$ cat config.mk
export PLATFORM = sky130hd
export DESIGN_NAME = fifo_demand_paging_unit
export DESIGN_NICKNAME = d
export VERILOG_FILES = /design/src/fdp_pkg.sv /design/src/fifo_demand_paging_unit.sv /design/src/fdp_in_stage.sv /design/src/fdp_core.sv /design/src/fdp_out_stage.sv
export SDC_FILE = /design/constraint.sdc
export NUM_CORES = 1
export LEC_CHECK = 0
export BUFFER_PORTS_ARGS = -buffer_cell sky130_fd_sc_hd__buf_2
export CAP_MARGIN = 0
export CORE_MARGIN = 10
export CORE_UTILIZATION = 40
export DETAILED_ROUTE_END_ITERATION = 7
export GPL_ROUTABILITY_DRIVEN = 1
export GPL_TIMING_DRIVEN = 0
export PLACE_DENSITY = 0.67
export SLEW_MARGIN = 20
export SYNTH_ARGS = -nofsm -noshare
export SYNTH_HDL_FRONTEND = slang
export SYNTH_SLANG_ARGS = --single-unit
$ cat constraint.sdc
create_clock -name clk -period 4.9 [get_ports clk]
set_input_delay 0.735 -clock clk [delete_from_list [all_inputs] [get_ports clk]]
set_output_delay 0.735 -clock clk [all_outputs]
set_load 0.03 [all_outputs]
$ cat src/fdp_pkg.sv
// Shared types and constants for the FIFO demand paging unit.
`default_nettype none
package fdp_pkg;

	// Page table and FIFO geometry
	localparam int MaxSlots = 4;
	localparam int SlotW    = $clog2(MaxSlots);
	localparam int CountW   = $clog2(MaxSlots + 1);
	localparam int MaxPages = 16;
	localparam int PageW    = $clog2(MaxPages);
	localparam int MaxTasks = 8;
	localparam int TaskW    = $clog2(MaxTasks);
	localparam int FrameW   = 6;
	localparam int FaultW   = 16;

	// Configuration register widths and reset values
	localparam int FptW  = 3;
	localparam int OsW   = 5;
	localparam int CfgW  = 5;
	localparam logic [FptW-1:0] FptReset = 3'd3;
	localparam logic [OsW-1:0]  OsReset  = 5'd2;

	localparam logic [FaultW-1:0] FaultMax = '1;

	// Commands carried in the input tuser
	typedef enum logic [0:0] {
		CMD_REF       = 1'b0,
		CMD_NEXT_TASK = 1'b1
	} cmd_t;

	// Configuration register indexes
	typedef enum logic [0:0] {
		CFG_FRAMES_PER_TASK = 1'b0,
		CFG_OS_FRAMES       = 1'b1
	} cfg_idx_t;

	// One accepted request
	typedef struct packed {
		cmd_t             command;
		logic [PageW-1:0] page_number;
	} req_t;

	// One result item
	typedef struct packed {
		logic [FaultW-1:0] fault_total;
		logic [PageW-1:0]  evicted_page;
		logic              evicted_valid;
		logic [FrameW-1:0] frame_number;
		logic              fault;
	} res_t;

endpackage
`default_nettype wire

$ cat src/fifo_demand_paging_unit.sv
// Top level of the FIFO demand paging unit.
//
//  Channel  Direction  Contents
//  s_*      in         tuser[0] command; tdata[3:0] page_number, [7:4] zero
//  m_*      out        tdata[0] fault, [6:1] frame_number, [7] evicted_valid,
//                      [11:8] evicted_page, [27:12] fault_total, [31:28] zero
//  cfg_*    in         index 0 frames_per_task, index 1 os_frames
//
// One request per cycle sustained while m_tready stays high. An s transfer reaches m_tvalid
// through the input register and then the result register; the page lookup between the two
// is combinational, and the FIFO state updates as the result register loads.
// Reset clears the page table, FIFO, task index and fault count; no clearing pass.
// A stalled m side holds its result while one more request waits in the input register.
`default_nettype none
module fifo_demand_paging_unit (
	input  wire         clk,
	input  wire         arst_n,
	input  wire         s_tvalid,
	output logic        s_tready,
	input  wire  [7:0]  s_tdata,   // [3:0] page_number
	input  wire  [0:0]  s_tuser,   // [0] command
	output logic        m_tvalid,
	input  wire         m_tready,
	output logic [31:0] m_tdata,   // fault, frame_number, evicted_valid, evicted_page, fault_total
	input  wire         cfg_we,
	input  wire  [0:0]  cfg_index,
	input  wire  [4:0]  cfg_data
);

	fdp_pkg::req_t in_req;
	fdp_pkg::req_t req;
	fdp_pkg::res_t res;
	fdp_pkg::res_t out_res;
	logic          req_valid;
	logic          fire;

	// Unpack the input transfer
	always_comb begin
		in_req.command     = fdp_pkg::cmd_t'(s_tuser[0]);
		in_req.page_number = s_tdata[fdp_pkg::PageW-1:0];
	end

	fdp_in_stage u_in (
		.clk       (clk),
		.arst_n    (arst_n),
		.in_valid  (s_tvalid),
		.in_ready  (s_tready),
		.in_req    (in_req),
		.req_valid (req_valid),
		.req       (req),
		.req_take  (fire)
	);

	fdp_core u_core (
		.clk       (clk),
		.arst_n    (arst_n),
		.cfg_we    (cfg_we),
		.cfg_index (fdp_pkg::cfg_idx_t'(cfg_index)),
		.cfg_data  (cfg_data),
		.fire      (fire),
		.req       (req),
		.res       (res)
	);

	fdp_out_stage u_out (
		.clk       (clk),
		.arst_n    (arst_n),
		.res_valid (req_valid),
		.res_take  (fire),
		.res       (res),
		.out_valid (m_tvalid),
		.out_ready (m_tready),
		.out_res   (out_res)
	);

	// Pack the result, zero filled to 32 bits
	assign m_tdata = {4'b0, out_res};

endmodule
`default_nettype wire

$ cat src/fdp_in_stage.sv
// Input register stage: captures one request per transfer.
`default_nettype none
module fdp_in_stage (
	input  wire              clk,
	input  wire              arst_n,
	input  wire              in_valid,
	output logic             in_ready,
	input  fdp_pkg::req_t    in_req,
	output logic             req_valid,
	output fdp_pkg::req_t    req,
	input  wire              req_take
);

	logic          valid_s1;
	fdp_pkg::req_t req_s1;

	// Free when empty or when the held request moves on this cycle
	assign in_ready  = !valid_s1 || req_take;
	assign req_valid = valid_s1;
	assign req       = req_s1;

	always_ff @(posedge clk or negedge arst_n) begin
		if (!arst_n) begin
			valid_s1 <= 1'b0;
		end else if (in_ready) begin
			valid_s1 <= in_valid;
		end
	end

	always_ff @(posedge clk) begin
		if (in_ready && in_valid) begin
			req_s1 <= in_req;
		end
	end

endmodule
`default_nettype wire

$ cat src/fdp_core.sv
// Page table, FIFO replacement state and frame computation.
`default_nettype none
module fdp_core (
	input  wire                       clk,
	input  wire                       arst_n,
	input  wire                       cfg_we,
	input  fdp_pkg::cfg_idx_t         cfg_index,
	input  wire [fdp_pkg::CfgW-1:0]   cfg_data,
	input  wire                       fire,
	input  fdp_pkg::req_t             req,
	output fdp_pkg::res_t             res
);

	// Configuration registers
	logic [fdp_pkg::FptW-1:0] fpt_q;
	logic [fdp_pkg::OsW-1:0]  os_q;

	// Paging state
	logic [fdp_pkg::MaxPages-1:0] page_loaded_q;
	logic [fdp_pkg::SlotW-1:0]    page_slot_q  [fdp_pkg::MaxPages];
	logic [fdp_pkg::PageW-1:0]    fifo_pages_q [fdp_pkg::MaxSlots];
	logic [fdp_pkg::SlotW-1:0]    fifo_slots_q [fdp_pkg::MaxSlots];
	logic [fdp_pkg::SlotW-1:0]    fifo_head_q;
	logic [fdp_pkg::CountW-1:0]   fifo_count_q;
	logic [fdp_pkg::TaskW-1:0]    task_q;
	logic [fdp_pkg::FaultW-1:0]   fault_cnt_q;

	logic                         is_ref;
	logic                         hit;
	logic                         miss;
	logic                         evict;
	logic [fdp_pkg::FptW-1:0]     eff;
	logic [fdp_pkg::SlotW-1:0]    slot;
	logic [fdp_pkg::SlotW-1:0]    head_n;
	logic [fdp_pkg::CountW-1:0]   count_mid;
	logic [fdp_pkg::SlotW-1:0]    tail;
	logic [fdp_pkg::FaultW-1:0]   fault_cnt_n;
	logic [fdp_pkg::TaskW+fdp_pkg::FptW-1:0] task_off;
	logic [fdp_pkg::FrameW+1:0]   frame_sum;

	// Configuration writes
	always_ff @(posedge clk or negedge arst_n) begin
		if (!arst_n) begin
			fpt_q <= fdp_pkg::FptReset;
			os_q  <= fdp_pkg::OsReset;
		end else if (cfg_we) begin
			unique case (cfg_index)
				fdp_pkg::CFG_FRAMES_PER_TASK: fpt_q <= cfg_data[fdp_pkg::FptW-1:0];
				fdp_pkg::CFG_OS_FRAMES:       os_q  <= cfg_data[fdp_pkg::OsW-1:0];
				default: ;
			endcase
		end
	end

	// Lookup, replacement choice and frame address
	always_comb begin
		if (fpt_q == '0) begin
			eff = fdp_pkg::FptW'(1);
		end else if (fpt_q > fdp_pkg::FptW'(fdp_pkg::MaxSlots)) begin
			eff = fdp_pkg::FptW'(fdp_pkg::MaxSlots);
		end else begin
			eff = fpt_q;
		end

		is_ref = (req.command == fdp_pkg::CMD_REF);
		hit    = page_loaded_q[req.page_number];
		miss   = is_ref && !hit;
		evict  = miss && (fdp_pkg::FptW'(fifo_count_q) >= eff);

		// The FIFO entry keeps the evicted page's slot
		if (hit) begin
			slot = page_slot_q[req.page_number];
		end else if (evict) begin
			slot = fifo_slots_q[fifo_head_q];
		end else begin
			slot = fifo_count_q[fdp_pkg::SlotW-1:0];
		end

		head_n    = evict ? fifo_head_q + 1'b1 : fifo_head_q;
		count_mid = evict ? fifo_count_q - 1'b1 : fifo_count_q;
		tail      = head_n + count_mid[fdp_pkg::SlotW-1:0];

		fault_cnt_n = (miss && fault_cnt_q != fdp_pkg::FaultMax) ?
			fault_cnt_q + 1'b1 : fault_cnt_q;

		task_off  = task_q * eff;
		frame_sum = (fdp_pkg::FrameW+2)'(os_q) + (fdp_pkg::FrameW+2)'(task_off)
			+ (fdp_pkg::FrameW+2)'(slot);

		res.fault         = miss;
		res.frame_number  = is_ref ? frame_sum[fdp_pkg::FrameW-1:0] : '0;
		res.evicted_valid = evict;
		res.evicted_page  = evict ? fifo_pages_q[fifo_head_q] : '0;
		res.fault_total   = fault_cnt_n;
	end

	// Control state
	always_ff @(posedge clk or negedge arst_n) begin
		if (!arst_n) begin
			page_loaded_q <= '0;
			fifo_head_q   <= '0;
			fifo_count_q  <= '0;
			task_q        <= '0;
			fault_cnt_q   <= '0;
		end else if (fire) begin
			if (!is_ref) begin
				page_loaded_q <= '0;
				fifo_head_q   <= '0;
				fifo_count_q  <= '0;
				task_q        <= task_q + 1'b1;
			end else if (miss) begin
				fault_cnt_q   <= fault_cnt_n;
				fifo_head_q   <= head_n;
				fifo_count_q  <= count_mid + 1'b1;
				if (evict) begin
					page_loaded_q[fifo_pages_q[fifo_head_q]] <= 1'b0;
				end
				page_loaded_q[req.page_number] <= 1'b1;
			end
		end
	end

	// Payload stores, written on a fault
	always_ff @(posedge clk) begin
		if (fire && miss) begin
			page_slot_q[req.page_number] <= slot;
			fifo_pages_q[tail]           <= req.page_number;
			fifo_slots_q[tail]           <= slot;
		end
	end

	// Every loaded page sits in the FIFO exactly once
	a_loaded_matches_count: assert property (@(posedge clk) disable iff (!arst_n)
		fdp_pkg::CountW'($countones(page_loaded_q)) == fifo_count_q)
		else $error("loaded page count differs from FIFO occupancy");

	a_count_bound: assert property (@(posedge clk) disable iff (!arst_n)
		fifo_count_q <= fdp_pkg::CountW'(fdp_pkg::MaxSlots))
		else $error("FIFO occupancy above slot count");

	a_switch_flushes: assert property (@(posedge clk) disable iff (!arst_n)
		fire && !is_ref |=> fifo_count_q == '0 && page_loaded_q == '0)
		else $error("task switch left pages loaded");

	a_fault_loads: assert property (@(posedge clk) disable iff (!arst_n)
		fire && miss |=> page_loaded_q[$past(req.page_number)])
		else $error("faulted page not marked loaded");

endmodule
`default_nettype wire

$ cat src/fdp_out_stage.sv
// Result register: holds one result until the downstream transfer.
`default_nettype none
module fdp_out_stage (
	input  wire              clk,
	input  wire              arst_n,
	input  wire              res_valid,
	output logic             res_take,
	input  fdp_pkg::res_t    res,
	output logic             out_valid,
	input  wire              out_ready,
	output fdp_pkg::res_t    out_res
);

	logic          valid_q;
	fdp_pkg::res_t res_q;

	// Load when empty or when the held result leaves this cycle
	assign res_take  = res_valid && (!valid_q || out_ready);
	assign out_valid = valid_q;
	assign out_res   = res_q;

	always_ff @(posedge clk or negedge arst_n) begin
		if (!arst_n) begin
			valid_q <= 1'b0;
		end else if (!valid_q || out_ready) begin
			valid_q <= res_valid;
		end
	end

	always_ff @(posedge clk) begin
		if (res_take) begin
			res_q <= res;
		end
	end

endmodule
`default_nettype wire

---- Yosys cells after proc, flatten, opt, wreduce, memory -nomap -nowiden ----
Memory sizes are Yosys's and may differ from the RTL's. A register that Yosys moved wholly into a read port is not among the register bits.
Cells that the tools add are included.
word-level totals
  bits in registers ....................... 83
  memory bits (writable) .................. 56
  input bits .............................. 20
  logic and storage cells ................. 86
  memories kept ........................... 3
memories
  memory               depth  width  read ports  clocked after memory_dff  wr ports  RTL line        text
  u_core.page_slot_q   16     2      1           1                         1         fdp_core.sv:20  logic [fdp_pkg::SlotW-1:0] page_slot_q [fdp_pkg::MaxPages];
  u_core.fifo_pages_q  4      4      1           0                         1         fdp_core.sv:21  logic [fdp_pkg::PageW-1:0] fifo_pages_q [fdp_pkg::MaxSlots];
  u_core.fifo_slots_q  4      2      1           0                         1         fdp_core.sv:22  logic [fdp_pkg::SlotW-1:0] fifo_slots_q [fdp_pkg::MaxSlots];
cells by class
  add/subtract/negate cells ............... 8
  multipliers ............................. 1
  order comparisons ....................... 6
  equality and inequality tests ........... 1
  muxes and demuxes ....................... 26
  bitwise logic cells ..................... 5
  reduce and logical (&&, ||, !) cells .... 20
operators by type and width
  cell                                                                                 number
  16-bit two-way mux                                                                   7
  16-bit by 1-bit adder with 16-bit output, second input constant                      1
  16-bit AND                                                                           1
  16-bit != test, second input constant                                                1
  16-bit NOT                                                                           1
  16-bit OR                                                                            1
  3-bit two-way mux                                                                    5
  4-bit by 5-bit < comparator with 1-bit output, second input constant                 2
  2-bit two-way mux                                                                    5
  1-bit demux with 4-bit select                                                        2
  4-bit by 1-bit greater-or-equal comparator with 1-bit output, second input constant  2
  1-bit logical AND                                                                    8
  2-bit AND reduction                                                                  4
  3-bit by 1-bit adder with 3-bit output, second input constant                        2
  5-bit by 6-bit adder with 6-bit output                                               1
  6-bit by 2-bit adder with 6-bit output                                               1
  3-bit by 3-bit multiplier with 6-bit output                                          1
  1-bit two-way mux                                                                    5
  1-bit binary-select mux with 4-bit select                                            1
  4-bit two-way mux                                                                    1
  3-bit greater-or-equal comparator                                                    1
  3-bit > comparator, second input constant                                            1
  1-bit zero test                                                                      3
  3-bit zero test                                                                      1
  other kinds (7)                                                                      9

---- Depth between registers and ports, before layout ----
Gate-level depths: netlist (run 1).
An unclocked memory read counts as a cell.
  depth in word-level cells ............... 14
  gate-level depth with buffers ........... 18
  depth with buffers taken out ............ 17

---- Modules after synthesis ----
A second synthesis (run 1) with hierarchy kept.
second synthesis, totals
  cell total of the unflattened synthesis .. 525
  area total of the unflattened synthesis .. 6,761.5 um2
by module, submodules not included
  module                   instances  cells each  area an instance (um2)  seq. area each (um2)
  fdp_core                 1          479         5,639.2                 2,886.5
  fdp_out_stage            1          32          884.6                   865.8
  fdp_in_stage             1          9           203.9                   175.2
  fifo_demand_paging_unit  1          5           33.8                    0.0

---- Worst setup path after synthesis (run 1) ----
Ideal clock, no wire load.
  path type ............................... flip-flop to flip-flop
  from .................................... register u_in.req_s1 (netlist bit u_in.req[2])
  to ...................................... register u_out.res_q (netlist bit u_out.out_res[5]) (data pin)
  data arrival time ....................... 4,780 ps
  data required time ...................... 4,634 ps
  path slack .............................. -146 ps
  stages on the path, launching flop included .. 15
  path buffers ............................ 2
  path through ............................ edfxtp_1 buf_6 mux4_2 mux2_2 mux2_4 clkbuf_1 o21ai_0 fa_1 fa_1 fa_1 a21oi_1 nor2_1 nor2_1 xor2_1 nor2_1
on the way
  longest elaborated chain between the ends .. 8
RTL lines
  what                                         RTL line             text
  from (decl)                                  fdp_in_stage.sv:15   fdp_pkg::req_t req_s1;
  from (signal assigned)                       fdp_in_stage.sv:32   req_s1 <= in_req;
  1-bit binary-select mux with 4-bit select *  fdp_core.sv:66       hit = page_loaded_q[req.page_number];
  1-bit two-way mux (implied by the code) *    fdp_core.sv:66
  1-bit zero test                              fdp_core.sv:67       miss = is_ref && !hit;
  1-bit logical AND                            fdp_core.sv:67
  1-bit logical AND                            fdp_core.sv:68       evict = miss && (fdp_pkg::FptW'(fifo_count_q) >= eff);
  2-bit two-way mux                            fdp_core.sv:73       end else if (evict) begin
  2-bit two-way mux *                          fdp_core.sv:71       if (hit) begin
  named net u_core.slot, one bit               fdp_core.sv:33       logic [fdp_pkg::SlotW-1:0] slot;
  6-bit by 2-bit adder with 6-bit output *     fdp_core.sv:88       + (fdp_pkg::FrameW+2)'(slot);
  to (signal assigned)                         fdp_out_stage.sv:32  res_q <= res;
  to (decl)                                    fdp_out_stage.sv:15  fdp_pkg::res_t res_q;
Mark *: on every way through the listed nets, which the timed path passes. The rest lies on a longest branch. The select of a mux whose other input is x is not followed.
A chain may end at the register's enable or synchronous reset.

---- Worst setup path in the final report (run 1) ----
  from .................................... register u_core.fpt_q[1] (netlist name)
  to ...................................... register u_out.res_q (netlist bit u_out.out_res[5]) (data pin)
on the way
  longest elaborated chain between the ends .. 8
RTL lines
  what                                      RTL line        text
  from (decl)                               fdp_core.sv:15  logic [fdp_pkg::FptW-1:0] fpt_q;
  from (signal assigned)                    fdp_core.sv:44  fpt_q <= fdp_pkg::FptReset;
  from (signal assigned)                    fdp_core.sv:48  fdp_pkg::CFG_FRAMES_PER_TASK: fpt_q <= cfg_data[fdp_pkg::FptW-1:0];
  3-bit > comparator                        fdp_core.sv:59  end else if (fpt_q > fdp_pkg::FptW'(fdp_pkg::MaxSlots)) begin
  3-bit two-way mux                         fdp_core.sv:59
  3-bit two-way mux *                       fdp_core.sv:57  if (fpt_q == '0) begin
  3-bit greater-or-equal comparator *       fdp_core.sv:68
  1-bit logical AND *                       fdp_core.sv:68
  2-bit two-way mux *                       fdp_core.sv:73
  2-bit two-way mux *                       fdp_core.sv:71
  named net u_core.slot, one bit            fdp_core.sv:33
  6-bit by 2-bit adder with 6-bit output *  fdp_core.sv:88
Mark *: on every way through the listed nets, which the timed path passes. The rest lies on a longest branch.

==> run_results.csv, run 1 <==
group,metric,value,unit
timing,setup_violations,0,
worst_setup_path,ff2ff_setup_slack,270,ps
floorplan,design.core.area,16600,sq um
global_routing,antenna_violations_before_repair,0,
timing,worstMarginPinSlew,769,ps
timing,final-max-slew-violation-count,0,
layout,layoutNonFillerInstCount,823,
timing,final_critical_path_setup_slack,271,ps
worst_setup_path,worst_r2r_path_depth,17,
yosys,synth_cells,520,
power_and_ir_drop,p_leak,3.15,nW
power_and_ir_drop,powerDensity,538,nW/um^2
cts,clk_pin_slew,60,ps
timing,timing.slew.headroom,48.8,%
yosys,synth-edff-count,89,
floorplan,die_h,150,um
placement,place.port_buffers,45,
worst_setup_path,worst_setup_path_endpoint,"u_out.out_res[5]",
timing,worst_clock_skew,8.63,ps
layout,final_common_cell,"sky130_fd_sc_hd__edfxtp_1",
detailed_routing,detail_route.first_pass.iterations,5,
power_and_ir_drop,design_power_total,0.00428,W
worst_setup_path,critical_path.max_stage_delay,540,ps
yosys,synth_seq_area_share,59.2,%
layout,final_cell_mix,"89 x sky130_fd_sc_hd__edfxtp_1, 47 x sky130_fd_sc_hd__nor2_1, 47 x sky130_fd_sc_hd__dfrtp_1",
timing,finalCritPeriodShare,94.5,%
detailed_routing,postRouteWirelength,14300,um
global_routing,via_count_of_the_first_global_routing_pass,4425,
layout,fillerInstances,1477,
cts,max-clock-path-buffers,2,
status,status,"finished, final reports clean",
timing,fin_worst_hold_slack,348,ps
placement,detailed_place_hpwl,10200,um
power_and_ir_drop,ir_worst_vdd,255,uV
yosys,async_flop_share,35.0,%
placement,routability_congestion,0.877,
detailed_routing,drc,0,
worst_setup_path,critical-path-top-cell-by-count,"sky130_fd_sc_hd__nor2_1",
floorplan,boundaryPins,54,
global_routing,gr-total-overflow,0,
layout,finish.net_count,631,
layout,layout-drive-gt1-share,25.0,%
floorplan,rows,47,
yosys,syn_avg_cell_area,13.0,sq um
worst_setup_path,cp-startpoint,"u_core.fpt_q[1]",
cts,cts_htree_levels,4,
worst_setup_path,startpoint_type,"flip-flop",
worst_setup_path,critPathKind,"reg2reg",
cts,clock_tree.root_cell,"sky130_fd_sc_hd__clkbuf_16",
yosys,synth_top_flop_cell,"sky130_fd_sc_hd__edfxtp_1",
timing,sum_of_negative_setup_slack,0,ps
timing,max_clock_freq,216,MHz
detailed_routing,vias,4303,
layout,syn2layout_area_growth,17.2,%
yosys,netlist_area,6780,sq um
worst_setup_path,worstPathRequired,5060,ps
cts,clkSinkCount,143,
hold_path,hold_path.class,"in2async",
global_routing,grt_max_degree,51,
worst_setup_path,critPathSlowestCell,"sky130_fd_sc_hd__dfstp_2",
global_routing,grt_usage,13.3,%
yosys,yosysUniqueCellTypes,52,
worst_setup_path,worstReg2RegStart,"u_core.fpt_q[1]",
worst_setup_path,critical_path_arrival,4790,ps
worst_setup_path,worstReg2RegEnd,"u_out.out_res[5]",
yosys,ys_ff_latch,143,
cts,cts_made_buffers,17,
timing,timing_hold_violations_final,0,
timing,finalCriticalPeriod,4630,ps
cts,holdBufCountCts,0,
worst_setup_path,critical_path.endpoint_type,"flip-flop",
detailed_routing,antenna_left,0,
floorplan,initial_utilization,40.9,%
floorplan,die-width,150,um
yosys,count_of_warnings_emitted_by_yosys,0,
worst_setup_path,worst-path-max-fanout,11,
cts,worst_skew_pair.late_latency,430,ps
worst_setup_path,worstPathCellList,"nor2b_1 > inv_1 > ha_1 > nand2_1 > o21ai_2 > and2_1 > nor2_1 > a21oi_2 > o21ai_4 > fa_1 > fa_1 > fa_1 > a21oi_1 > nor2_1 > nor2_1 > xor2_1 > nor2_1",
timing,grt_setup_unrepaired,"false",
detailed_routing,detail_route.iter0.violations,255,
placement,placement.setup.worst_slack,-339,ps
detailed_routing,detail_route.vias_per_cell,5.23,
flow_run,max-cap-violations,0,
cts,tritoncts_clock_tree,"done",
global_routing,first_pass_grt_wire_length,23400,um
floorplan,die_area,22500,sq um
detailed_routing,post_drt_wl_per_cell,17.4,um
layout,insertedDiodeCount,0,
placement,post-place-cells,791,
-- flip-flops by register name, summed over array words and instances, names as in the netlist, 5 cells and up, named ones only --
name and cells:
u_core.os_q 5, u_in.req 5, u_core.fifo_slots_q 8, u_core.page_slot_q 32, u_out.out_res 28, u_core.page_loaded_q 16
u_core.fifo_pages_q 16, u_core.fault_cnt_q 16
-- metrics by stage --
stage	util (%)	cell area, sq um
2_1_floorplan	-	6790
3_3_place_gp	43.9	7290
3_5_place_dp	44.2	7330
4_1_cts	47.9	7940
5_1_grt	47.9	7940
6_report	47.9	7940
-- synthesized netlist by cell type (8+ instances only) --
| library cell | n | area, sq um |
|---|---|---|
| sky130_fd_sc_hd__edfxtp_1 | 89 | 2670 |
| sky130_fd_sc_hd__dfrtp_1 | 47 | 1180 |
| sky130_fd_sc_hd__nor2_1 | 47 | 176 |
| sky130_fd_sc_hd__nand2_1 | 43 | 161 |
| sky130_fd_sc_hd__inv_1 | 23 | 86.3 |
| sky130_fd_sc_hd__xor2_1 | 21 | 184 |
| sky130_fd_sc_hd__mux4_2 | 18 | 405 |
| sky130_fd_sc_hd__mux2_2 | 17 | 191 |
| sky130_fd_sc_hd__xnor2_1 | 17 | 149 |
| sky130_fd_sc_hd__nand3_1 | 15 | 75.1 |
| sky130_fd_sc_hd__ha_1 | 14 | 175 |
| sky130_fd_sc_hd__a21oi_1 | 12 | 60.1 |
| sky130_fd_sc_hd__nor3_1 | 12 | 60.1 |
| sky130_fd_sc_hd__clkbuf_1 | 11 | 41.3 |
| sky130_fd_sc_hd__a31o_1 | 10 | 87.6 |
| sky130_fd_sc_hd__o21ai_0 | 9 | 45.0 |
| sky130_fd_sc_hd__nor2_2 | 8 | 50.1 |
| sky130_fd_sc_hd__nor2b_1 | 8 | 50.1 |
-- worst max-delay path, delay by kind of cell (launching register included) --
kind / cells / cell delay [ps]
fa+ha+maj: 4 / 1630
simple gates: 7 / 1060
compound gates: 4 / 890
flops: 1 / 540
xor+xnor: 1 / 150
buf+inv: 1 / 90
-- worst min path at each step --
stage	to	depth (start not counted)
after global routing	u_core.os_q[4]	1
after floorplan	u_core.fault_cnt_q[0]	0
final	u_core.os_q[3]	1
after detailed placement	u_core.page_loaded_q[9]	1
after global placement	u_core.page_loaded_q[12]	1
after CTS	u_core.page_loaded_q[10]	1
-- layer usage --
| metal | vias up | global-route usage [%] | wire length, um |
|---|---|---|---|
| met5 | - | 0 | 0 |
| met4 | 0 | 5.00 | 272 |
| met3 | 25 | 4.71 | 1030 |
| met2 | 131 | 20.5 | 6620 |
| met1 | 2119 | 17.0 | 6350 |
| li1 | 2028 | - | - |
-- timing repair --
action                                  in CTS  in global routing
gates cloned                                 1                  0
gates resized for setup                      3                  1
pin swaps                                    2                  0
endpoints found under the setup margin       4                  2
buffers inserted                             1                  0
-- cell type report --
type | count | area [sq um] | area share (%)
sequential | 143 | 4010 | 50.5
multi-input combinational | 337 | 2630 | 33.1
clock buffer | 18 | 429 | 5.40
tap | 220 | 275 | 3.47
timing repair buffer | 49 | 256 | 3.23
clock inverter | 14 | 158 | 1.98
buffer | 18 | 98.8 | 1.24
inverter | 24 | 90.1 | 1.13
-- kinds of logic after synthesis --
group	share of synthesized area [%]
AND/OR/NAND/NOR	12.9
flip-flops	59.2
AO/OA/AOI/OAI	5.45
buffers and inverters	2.88
multiplexers	10.0
XOR/XNOR	4.91
adder cells (fa/ha/maj)	4.65
other	0.0553
-- report_power, final --
| group | leakage [nW] | total [W] | switching [W] | internal (W) |
|---|---|---|---|---|
| clock network | 0.272 | 0.00127 | 0.000515 | 0.000757 |
| registers | 1.51 | 0.00168 | 0.000124 | 0.00155 |
| logic | 1.37 | 0.00133 | 0.000818 | 0.000510 |
| total | 3.15 | 0.00428 | 0.00146 | 0.00282 |
(Power assumes the default switching activity.)
==> inputs of run 2 (changes only) <==
- ABC_AREA: not set -> 0
- PLACE_DENSITY: 0.67 -> 0.65
- clock period: 4.9 -> 4.47 ns (I/O delays scaled with it)
==> run 2 against run 1 <==
Compared with the run above: global-route usage rose by 0.27 points; final cell count rose by 1.3%; first-iteration DRC count rose by 15%; final area rose by 1.1%; largest power group unchanged; sequential share of layout area fell by 0.57 points; via count rose by 3.2%; hold slack got worse by 62 ps; worst setup slack got worse by 24 ps; critical path type unchanged; register-to-register slack got worse by 20 ps.
==> run_results.csv, run 2 (synthesized netlist as in run 1, its figures left out) <==
group,metric,value,unit
placement,routability_congestion,0.872,
worst_setup_path,worstPathRequired,4610,ps
placement,place.port_buffers,45,
power_and_ir_drop,ir_worst_vdd,337,uV
detailed_routing,antenna_left,0,
floorplan,rows,47,
timing,timing.slew.headroom,51.7,%
worst_setup_path,worstReg2RegEnd,"u_out.out_res[5]",
layout,layoutNonFillerInstCount,834,
worst_setup_path,worst-path-buf-inv,1,
timing,setup_violations,0,
worst_setup_path,critPathSlowestCell,"sky130_fd_sc_hd__dfstp_2",
power_and_ir_drop,powerDensity,586,nW/um^2
detailed_routing,drc,0,
layout,finish.net_count,642,
placement,detailed_place_hpwl,10300,um
cts,tritoncts_clock_tree,"done",
timing,finalCriticalPeriod,4220,ps
cts,cts_made_buffers,17,
cts,max-clock-path-buffers,2,
timing,worstMarginPinSlew,724,ps
worst_setup_path,worstPathCellList,"nor2b_2 > inv_1 > ha_1 > nand2_1 > o21ai_4 > and2_4 > nor2_1 > a21oi_2 > o21ai_4 > fa_1 > fa_1 > fa_1 > a21oi_1 > nor2_1 > nor2_1 > xor2_1 > nor2_1",
worst_setup_path,worstReg2RegStart,"u_core.fpt_q[1]",
layout,fillerInstances,1455,
power_and_ir_drop,design_power_total,0.00471,W
timing,timing_hold_violations_final,0,
placement,post-place-cells,790,
flow_run,max-cap-violations,0,
floorplan,die-width,150,um
detailed_routing,detail_route.vias_per_cell,5.32,
timing,grt_setup_unrepaired,"false",
worst_setup_path,ff2ff_setup_slack,250,ps
floorplan,die_h,150,um
global_routing,gr-total-overflow,0,
global_routing,antenna_violations_before_repair,0,
worst_setup_path,worst_path_dominant_cell_family,"adder cells",
timing,final-max-slew-violation-count,0,
floorplan,initial_utilization,40.9,%
global_routing,grt_usage,13.6,%
layout,largest_register,"u_core.page_slot_q",
worst_setup_path,critPathKind,"reg2reg",
placement,placed_cell_area,7320,sq um
cts,clkSinkCount,143,
worst_setup_path,startpoint_type,"flip-flop",
detailed_routing,postRouteWirelength,14700,um
worst_setup_path,critical_path.max_stage_delay,550,ps
timing,max_clock_freq,237,MHz
detailed_routing,detail_route.first_pass.iterations,5,
worst_setup_path,critical-path-top-cell-by-count,"sky130_fd_sc_hd__nor2_1",
layout,layout-drive-gt1-share,26.4,%
layout,insertedDiodeCount,0,
worst_setup_path,worst_r2r_path_depth,17,
global_routing,grt_max_degree,51,
cts,clk_pin_slew,50,ps
cts,clock_tree.root_cell,"sky130_fd_sc_hd__clkbuf_16",
timing,worst_clock_skew,9.31,ps
detailed_routing,vias,4440,
hold_path,hold_path.class,"in2async",
floorplan,die_area,22500,sq um
floorplan,design.core.area,16600,sq um
layout,final_common_cell,"sky130_fd_sc_hd__edfxtp_1",
layout,syn2layout_area_growth,18.6,%
global_routing,via_count_of_the_first_global_routing_pass,4513,
worst_setup_path,worst-path-max-fanout,10,
worst_setup_path,critical_path.endpoint_type,"flip-flop",
layout,utilization,48.4,%
floorplan,boundaryPins,54,
timing,finalCritPeriodShare,94.5,%
status,status,"finished, final reports clean",
power_and_ir_drop,p_leak,3.21,nW
layout,largest_register_ff_count,32,
layout,final_cell_area,8030,sq um
worst_setup_path,critical_path_depth,17,
global_routing,first_pass_grt_wire_length,23900,um
detailed_routing,post_drt_wl_per_cell,17.7,um
layout,final_cell_mix,"89 x sky130_fd_sc_hd__edfxtp_1, 47 x sky130_fd_sc_hd__nor2_1, 47 x sky130_fd_sc_hd__dfrtp_1",
cts,worst_skew_pair.late_latency,420,ps
detailed_routing,detail_route.iter0.violations,293,
worst_setup_path,critical_path_arrival,4370,ps
cts,cts_htree_levels,4,
run 2: changes by cell type in the layout (fill, tap and decap cells not counted), moves of 2 or more:
cell                         delta
sky130_fd_sc_hd__o21ai_4        +2
sky130_fd_sc_hd__clkinv_2       +2
sky130_fd_sc_hd__buf_4         +12
sky130_fd_sc_hd__inv_6          -2
sky130_fd_sc_hd__clkbuf_1       +2
sky130_fd_sc_hd__clkinvlp_4     -4
run 2: per-stage QoR:
stage	hold slack [ps]	setup TNS, ps	worst slack [ps]
floorplan	375	0	63.8
global route	328	0	4.06
CTS	303	0	18.4
detailed placement	486	-2720	-760
finish	286	0	247
global placement	479	-4920	-694
run 2: how the worst max path moves through the flow:
| stage | start | endpoint | slack, ps |
|---|---|---|---|
| 2_1_floorplan | u_in.req[2] | u_out.out_res[5] | 60 |
| 3_3_place_gp | u_in.req[3] | u_out.out_res[6] | -690 |
| 3_5_place_dp | u_in.req[3] | u_out.out_res[5] | -760 |
| 4_1_cts | u_in.req[3] | u_out.out_res[5] | 20 |
| 5_1_grt | u_core.fpt_q[1] | u_out.out_res[5] | 4 |
| 6_report | u_core.fpt_q[1] | u_out.out_res[5] | 250 |
run 2: area by class of cell:
class | instances | area [sq um] | area share, %
flip-flops and latches | 143 | 4010 | 49.9
multi-input cells | 338 | 2660 | 33.1
repair buffers | 60 | 335 | 4.17
clock buffers | 22 | 454 | 5.65
plain buffers | 17 | 97.6 | 1.21
inverters | 24 | 90.1 | 1.12
well taps | 220 | 275 | 3.43
clock inverters | 10 | 113 | 1.40
run 2: per-layer routing:
metal | wire length, um | vias to the layer above | global-route usage [%]
met5 | 0 | - | 0
met4 | 234 | 0 | 5.30
met3 | 1010 | 21 | 3.42
met2 | 6870 | 154 | 21.0
met1 | 6620 | 2215 | 18.1
li1 | - | 2050 | -
run 2: worst register-to-register path, delay by kind of cell (launching register included):
family	cells	cell delay (ps)
and+or+nand+nor	7	830
DFF	1	550
xor gates and xnor gates	1	150
AOI/OAI and AO/OA	4	740
buffers and inverters	1	70
adders and majority gates	4	1620
run 2: report_power, final:
group | internal (W) | switching, W | total [W]
logic | 0.000580 | 0.000926 | 0.00151
registers | 0.00170 | 0.000138 | 0.00184
clock network | 0.000835 | 0.000526 | 0.00136
total | 0.00312 | 0.00159 | 0.00471
run 2: timing repair:
action                                  4_1_cts  5_1_grt
gates resized for setup                       7        5
pin swaps                                     2        3
endpoints found under the setup margin        5        2
setup buffers                                 3       10
hold buffers                                  0        0
gates cloned                                  1        1
==> inputs of run 3 (changes only) <==
- SETUP_SLACK_MARGIN: not set -> 0.5
==> run 3 against run 2 <==
Compared with the run above: utilization up 0.47 points; via count is 2.4% higher; combinational power up 12%; worst setup slack got worse by 55 ps; global-route usage grew 0.66 points; total power increased by 1.6%; register-to-register slack got worse by 50 ps; sequential cell count unchanged; clock power decreased by 7%; highest routed layer unchanged.
==> run_results.csv, run 3 (synthesized netlist as in run 1, its figures left out) <==
group,metric,value,unit
timing,finalCritPeriodShare,95.7,%
placement,detailed_place_hpwl,10500,um
worst_setup_path,startpoint_type,"flip-flop",
detailed_routing,detail_route.vias_per_cell,5.40,
worst_setup_path,worstPathRequired,4630,ps
layout,insertedDiodeCount,0,
power_and_ir_drop,p_leak,3.23,nW
placement,placement.setup.worst_slack,-413,ps
cts,clock_tree.root_cell,"sky130_fd_sc_hd__clkbuf_16",
worst_setup_path,worst_setup_path_endpoint,"u_out.out_res[5]",
flow_run,max-cap-violations,0,
detailed_routing,detail_route.iter0.violations,400,
worst_setup_path,critical_path_arrival,4430,ps
floorplan,die_area,22500,sq um
global_routing,grt_usage,14.3,%
timing,max_clock_freq,234,MHz
timing,worst_clock_skew,8.64,ps
cts,max-clock-path-buffers,2,
placement,place.port_buffers,45,
detailed_routing,postRouteWirelength,15300,um
timing,timing_hold_violations_final,0,
cts,holdBufCountCts,0,
layout,finish.net_count,651,
floorplan,design.core.area,16600,sq um
global_routing,grt.met1_usage,18.3,%
worst_setup_path,cp-startpoint,"u_in.req[2]",
global_routing,grt_max_degree,51,
detailed_routing,vias,4548,
layout,final_common_cell,"sky130_fd_sc_hd__edfxtp_1",
timing,grt_setup_unrepaired,"true",
timing,timing.slew.headroom,52.4,%
floorplan,die-width,150,um
floorplan,boundaryPins,54,
cts,worst_skew_pair.late_latency,430,ps
timing,final_critical_path_setup_slack,192,ps
cts,cts_made_buffers,17,
hold_path,hold_path.class,"in2async",
floorplan,die_h,150,um
detailed_routing,drc,0,
power_and_ir_drop,powerDensity,590,nW/um^2
layout,largest_register,"u_core.page_slot_q",
timing,worstMarginPinSlew,715,ps
global_routing,gr-max-usage-layer,"met2",
timing,final-max-slew-violation-count,0,
worst_setup_path,ff2ff_setup_slack,190,ps
global_routing,antenna_violations_before_repair,0,
cts,clkSinkCount,143,
worst_setup_path,worstReg2RegStart,"u_in.req[2]",
worst_setup_path,critical_path.endpoint_type,"flip-flop",
timing,sum_of_negative_setup_slack,0,ps
global_routing,gr-total-overflow,0,
detailed_routing,antenna_left,0,
global_routing,met3_routing_resource_usage_after_global_routing,3.36,%
layout,final_cell_mix,"89 x sky130_fd_sc_hd__edfxtp_1, 47 x sky130_fd_sc_hd__nor2_1, 47 x sky130_fd_sc_hd__dfrtp_1",
floorplan,initial_utilization,40.9,%
timing,setup_violations,0,
detailed_routing,detail_route.first_pass.iterations,5,
placement,routability_congestion,0.864,
layout,largest_register_ff_count,32,
cts,tritoncts_clock_tree,"done",
global_routing,first_pass_grt_wire_length,25000,um
worst_setup_path,worst-path-max-fanout,4,
timing,finalCriticalPeriod,4280,ps
worst_setup_path,worstReg2RegEnd,"u_out.out_res[5]",
layout,layout-drive-gt1-share,28.6,%
cts,cts_htree_levels,4,
layout,syn2layout_area_growth,19.7,%
worst_setup_path,worst_r2r_path_depth,15,
detailed_routing,post_drt_wl_per_cell,18.1,um
global_routing,via_count_of_the_first_global_routing_pass,4742,
worst_setup_path,critPathKind,"reg2reg",
global_routing,met2_track_demand_over_resource_in_global_routing,22.5,%
status,status,"finished, final reports clean",
floorplan,rows,47,
power_and_ir_drop,ir_worst_vdd,299,uV
cts,clk_pin_slew,60,ps
-- run 3: changes by cell type in the layout (fill, tap and decap cells not counted), sizes merged --
cell      before  now
bufinv         2    0
buf           69   76
clkbuf        30   28
clkinvlp       1    5
clkinv         5    7
-- run 3: layout make-up --
class,instances,area (sq um)
multi-input cells,338,2700
fillers,1480,8470
well taps,220,275
inverters,24,91.3
clock inverters,14,93.8
clock buffers,18,429
plain buffers,20,133
repair buffers,66,384
flip-flops and latches,143,4010
-- run 3: power by group --
| group | internal, W | switching [W] | leakage [nW] |
|---|---|---|---|
| combinational | 0.000684 | 0.00101 | 1.49 |
| sequential | 0.00170 | 0.000136 | 1.51 |
| clock | 0.000704 | 0.000552 | 0.242 |
| total | 0.00309 | 0.00169 | 3.23 |
-- run 3: timing repair --
action	CTS	global route
cloned	2	0
pin swaps	7	4
setup buffers	16	3
gates resized for setup	14	5
setup endpoints to repair	6	5
-- run 3: worst min-delay path by stage --
stage | slack (ps) | to | cells past startpoint
2_1_floorplan | 370 | u_core.fault_cnt_q[0] | 0
3_3_place_gp | 480 | u_out.out_valid | 1
3_5_place_dp | 490 | u_out.out_valid | 1
4_1_cts | 300 | u_out.out_valid | 1
5_1_grt | 330 | u_core.os_q[4] | 1
6_report | 270 | u_core.os_q[4] | 1
-- run 3: critical path, cell delays in order (launching register included) --
cell,delay [ps]
sky130_fd_sc_hd__edfxtp_1,440
sky130_fd_sc_hd__buf_4,160
sky130_fd_sc_hd__mux4_2,500
sky130_fd_sc_hd__mux2_2,310
sky130_fd_sc_hd__mux2_4,280
sky130_fd_sc_hd__clkbuf_16,160
sky130_fd_sc_hd__o211ai_1,170
sky130_fd_sc_hd__o21ai_4,160
sky130_fd_sc_hd__fa_1,540
sky130_fd_sc_hd__fa_2,380
sky130_fd_sc_hd__fa_2,380
sky130_fd_sc_hd__a21oi_2,170
sky130_fd_sc_hd__nor2_1,50
sky130_fd_sc_hd__nor2_1,110
sky130_fd_sc_hd__xor2_1,150
sky130_fd_sc_hd__nor2_1,60
-- run 3: metal layers --
layer	vias up	wire length, um
met3	34	983
met5	-	0
li1	2068	-
met1	2257	6560
met4	0	346
met2	189	7390
-- run 3: stage by stage --
stage | hold slack, ps | total power [W] | utilization [%] | instances | area [sq um]
6_report | 268 | 0.00478 | 48.9 | 843 | 8110
5_1_grt | 326 | 0.00506 | 48.9 | 843 | 8110
4_1_cts | 302 | 0.00475 | 48.6 | 840 | 8070
3_5_place_dp | 487 | 0.00335 | 44.3 | 790 | 7350
3_3_place_gp | 478 | 0.00327 | 44.2 | 788 | 7320
2_1_floorplan | 375 | 0.00292 | - | 523 | 6820
